<file path="config.mk">
export PLATFORM = sky130hd
export DESIGN_NAME = bcd_judge
export DESIGN_NICKNAME = d
export VERILOG_FILES = /design/src/rtl/bcd_pkg.sv /design/src/rtl/bcd_judge.sv
export SDC_FILE = /design/constraint.sdc
export NUM_CORES = 1
export LEC_CHECK = 0
export BUFFER_PORTS_ARGS = -buffer_cell sky130_fd_sc_hd__buf_2
export CORE_MARGIN = 2
export CORE_UTILIZATION = 38
export DETAILED_ROUTE_END_ITERATION = 10
export HOLD_SLACK_MARGIN = 0.05
export PLACE_DENSITY_LB_ADDON = 0.15
export SLEW_MARGIN = 20
export SYNTH_ARGS = -nofsm -noshare
export SYNTH_HDL_FRONTEND = slang
export SYNTH_SLANG_ARGS = --single-unit
</file>
<file path="constraint.sdc">
create_clock -name clk -period 6 [get_ports clk]
set_input_delay 1.8 -clock clk [delete_from_list [all_inputs] [get_ports clk]]
set_output_delay 1.8 -clock clk [all_outputs]
set_load 0.02 [all_outputs]
</file>
<file path="src/rtl/bcd_pkg.sv">
`timescale 1ns / 1ps
// shared types, register codes and constants for the black corner detector
package bcd_pkg;

    // configuration register indexes
    typedef enum logic [1:0] {
        REG_IMAGE_WIDTH  = 2'd0,
        REG_IMAGE_HEIGHT = 2'd1,
        REG_BLACK_LEVEL  = 2'd2
    } cfg_reg_t;

    localparam int unsigned CFG_SIZE_BITS  = 12;
    localparam int unsigned PIXEL_BITS     = 8;
    localparam int unsigned COORD_BITS     = 11;

    localparam logic [CFG_SIZE_BITS-1:0] WIDTH_RESET  = 12'd640;
    localparam logic [CFG_SIZE_BITS-1:0] HEIGHT_RESET = 12'd480;
    localparam logic [PIXEL_BITS-1:0]    BLACK_LEVEL_RESET = 8'd50;

    // a black centre with fewer black neighbors than this is a corner
    localparam logic [3:0] CORNER_LIMIT = 4'd4;

    // window bit k*3+j: column k (0 left), row j (0 top); centre is bit 4
    localparam int unsigned CENTRE_BIT = 4;

    typedef struct packed {
        logic                  result_valid;
        logic                  is_corner;
        logic [COORD_BITS-1:0] pixel_x;
        logic [COORD_BITS-1:0] pixel_y;
        logic                  frame_done;
    } result_t;

    // neighbor count over the eight bits around the centre
    function automatic logic [3:0] count_neighbors(input logic [8:0] win);
        logic [3:0] n;
        n = 4'd0;
        for (int i = 0; i < 9; i++)
        begin
            if (i != CENTRE_BIT)
            begin
                n = n + {3'd0, win[i]};
            end
        end
        return n;
    endfunction

endpackage

</file>
<file path="src/rtl/bcd_judge.sv">
`timescale 1ns / 1ps
// 3x3 window register and corner decision for one centre pixel
module bcd_judge #(
    parameter int unsigned CW = 11,
    parameter int unsigned RW = 12,
    parameter int unsigned WW = 12,
    parameter int unsigned HW = 12
) (
    input  logic             clk,
    input  logic             rst_n,
    input  logic             step,
    input  logic [CW-1:0]    col,
    input  logic [RW-1:0]    row,
    input  logic [WW-1:0]    width,
    input  logic [HW-1:0]    height,
    input  logic [2:0]       newcol,
    output bcd_pkg::result_t result
);

    logic [8:0]  window_reg;
    logic [8:0]  window_next;
    logic [8:0]  win;
    logic        at_col0;
    logic        centre_ok;
    logic [31:0] cx;
    logic [31:0] cy;
    logic [3:0]  around;

    assign at_col0 = (col == '0);

    always_comb
    begin
        // column 0 finishes the last column of the previous row with zeros
        if (at_col0)
        begin
            win         = {3'b000, window_reg[8:3]};
            window_next = {newcol, 6'b000000};
            centre_ok   = (32'(row) >= 32'd2) && (32'(row) <= 32'(height) + 32'd1);
            cx          = 32'(width) - 32'd1;
            cy          = 32'(row) - 32'd2;
        end
        else
        begin
            win         = {newcol, window_reg[8:3]};
            window_next = win;
            centre_ok   = (32'(row) >= 32'd1) && (32'(row) <= 32'(height));
            cx          = 32'(col) - 32'd1;
            cy          = 32'(row) - 32'd1;
        end
        around = bcd_pkg::count_neighbors(win);

        result = '0;
        if (centre_ok)
        begin
            result.result_valid = 1'b1;
            result.is_corner    = win[bcd_pkg::CENTRE_BIT] &&
                                  (around < bcd_pkg::CORNER_LIMIT);
            result.pixel_x      = cx[bcd_pkg::COORD_BITS-1:0];
            result.pixel_y      = cy[bcd_pkg::COORD_BITS-1:0];
            result.frame_done   = (cx == 32'(width) - 32'd1) &&
                                  (cy == 32'(height) - 32'd1);
        end
    end

    always_ff @(posedge clk or negedge rst_n)
    begin
        if (!rst_n)
        begin
            window_reg <= '0;
        end
        else if (step)
        begin
            window_reg <= window_next;
        end
    end

endmodule

</file>
==> run metrics <==
Startpoint Class=primary input; antenna violations before repair=0; final wirelength=9.34 mm; Final ANT Viol Nets=0; Die X=87.6 um; number of DRC markers in iteration 0=93; Yosys cell types=57; commonest non-fill, non-tap cell in the layout=buf_4; pin count of the biggest net entering global routing=11; Cell Area, Synth=2660 um^2; Slew HR=0.655; hold violation count in the final report=0; Async SR Flop Fraction=1.00; fmax=0.160 GHz; WHS=560 ps; post-synthesis xor/xnor area fraction=0.204; final period utilization=1.04; vias in the first global route=3201; Buf/Inv on CP=2; root buffer cell=clkbuf_8; GRT overflow=0; GRT Overall Usage=0.234; ratio of cells with drive above 1 in the final layout=0.500; clk sinks=6; Worst Path Max Fanout=4; Nets=635; Sum Neg Setup Slack=-2300 ps; max reg flops=6; Synth Area in Compound Gates=0.179; crit-path cells=buf_8 > ha_4 > nand3_4 > nor2_4 > nand3_2 > xnor2_2 > ha_1 > a21o_1 > a21oi_2 > o211ai_1 > o211ai_1 > a31oi_4 > nand4b_1 > nor4_4 > buf_4; Crit Path Category=in -> out; largest family of logic cells by synthesized area=simple AND/OR/NAND/NOR gates; Post-synth EDFFs=0; Design Power=498 uW; clock-pin transition on the worst setup and hold timing paths=30 ps; Tmin final=6260 ps; status=finished with violations; Mean Syn Cell Area=7.36 um^2; Setup-failing EPs final=20; TritonCTS clock tree=yes; row count=30; Power Dens Cells=107 nW/um^2; Syn-to-layout area delta=74.5%; PnR worst setup slack=-264 ps; vias per std cell=5.21; TritonRoute pass-1 iters=6; RSZ-0062 raised after global routing=yes; Initial Util=0.391; critical path's slowest cell=nor4_4; CP dominant cell by count=o211ai_1; port bufs=77; core box area=6790 um^2; DRC=0; sequential fraction of the synthesis area=0.0565; failing checks=setup timing; Post-DP HPWL=7.60 mm; die area=7670 um^2; Synthesized Nets=452; Fillers=567; FF+latch area=150 um^2; num ports=78; Worst Path Arrival=4460 ps; H-tree levels=1; post-synthesis mux area share=0.0344; die height=87.6 um; required time at the worst-slack endpoint=4200 ps; global-route wire length before repair=14.5 mm; maximum vdd ir drop=0.000182 V; slowest stage delay, CP=330 ps; # diodes=0; adder-cell area share of the yosys netlist=0.187; routed length per placed instance=14.6 um; Least-Margin Pin Slew=514 ps; TritonCTS buffer count=3; area of the multi-input gates=2740 um^2; CTS max path bufs=2; most frequent cells in the layout=buf_4, buf_2, xnor2_1; vias=3325; Worst Setup End Kind=primary output; register bit total from synthesis=6; GP Congestion=0.922; hold buffer count at CTS=0; Slew Viols, Final=0; leakage power=2.05 nW; Gate Count Post-Synth=361; Top delay family on crit path=simple AND/OR/NAND/NOR gates; Top FF cell, synth=dfrtp_1; final setup skew=2.22 ps; worst min-delay path class=reg -> reg; post-synthesis simple-gate area fraction=0.278; Clock Latency Late Sink=220 ps; Synth warnings=0; max cap viols=0
kinds of logic after synthesis:
group / after synthesis
buf+inv: 39
flops: 6
compound gates: 67
simple gates: 141
xor+xnor: 62
fa+ha+maj: 38
mux: 8
path summary, 6_finish.rpt:
kind | start | endpoint | cells past startpoint | slack [ps]
max | height[0] | result[0] | 15 | -260
min | window_reg[3] | window_reg[3] | 2 | 560
max reg2reg | window_reg[8] | window_reg[8] | 1 | 5200
min reg2reg | window_reg[3] | window_reg[3] | 2 | 560
max in group asynchronous | rst_n | window_reg[6] | 1 | 4460
min in group asynchronous | rst_n | window_reg[8] | 1 | 1400
power breakdown:
part	total, mW	internal, mW	switching [mW]
sequential	0.0495	0.0452	0.00423
combinational	0.390	0.195	0.195
clock	0.0581	0.0429	0.0152
final cells by class:
cell class,instances,area share
sequential,6,0.0324
tap,96,0.0259
inverter,27,0.0246
timing repair buffer,190,0.317
clock buffer,3,0.00891
multi-input combinational,316,0.592
synth_stat cells (6+ instances only):
cell | number | area (um^2)
xnor2_1 | 49 | 429
ha_1 | 35 | 438
nand2_1 | 35 | 131
nor2_1 | 31 | 116
inv_1 | 27 | 101
a21oi_1 | 16 | 80.1
a211oi_1 | 14 | 105
nor3_1 | 14 | 70.1
nand3_1 | 13 | 65.1
xor2_1 | 13 | 114
clkbuf_1 | 8 | 30.0
nor4_1 | 8 | 50.1
o21ai_0 | 8 | 40.0
dfrtp_1 | 6 | 150
what timing repair did:
item,CTS,global route
gates cloned,1,0
setup buffers,10,7
setup endpoints to repair,25,25
gates resized for setup,56,79
pin swaps,27,31
stage by stage:
| step | area (um^2) | utilization | worst slack, ps | cells |
|---|---|---|---|---|
| after floorplan | 2760 | - | -155 | 361 |
| after global placement | 3930 | 0.579 | -324 | 618 |
| after detailed placement | 3930 | 0.579 | -385 | 618 |
| after CTS | 4290 | 0.631 | -216 | 632 |
| after global routing | 4640 | 0.682 | -365 | 638 |
| final | 4640 | 0.682 | -264 | 638 |
routing by layer:
| layer | global-route usage | share of wire | up-vias | routed length, um |
|---|---|---|---|---|
| li1 | - | - | 1665 | - |
| met1 | 0.302 | 0.44 | 1553 | 4080 |
| met2 | 0.428 | 0.50 | 92 | 4700 |
| met3 | 0.0160 | 0.040 | 15 | 372 |
| met4 | 0.0434 | 0.019 | 0 | 181 |
| met5 | 0 | 0 | - | 0 |
Power figures use the tool's default switching activity.
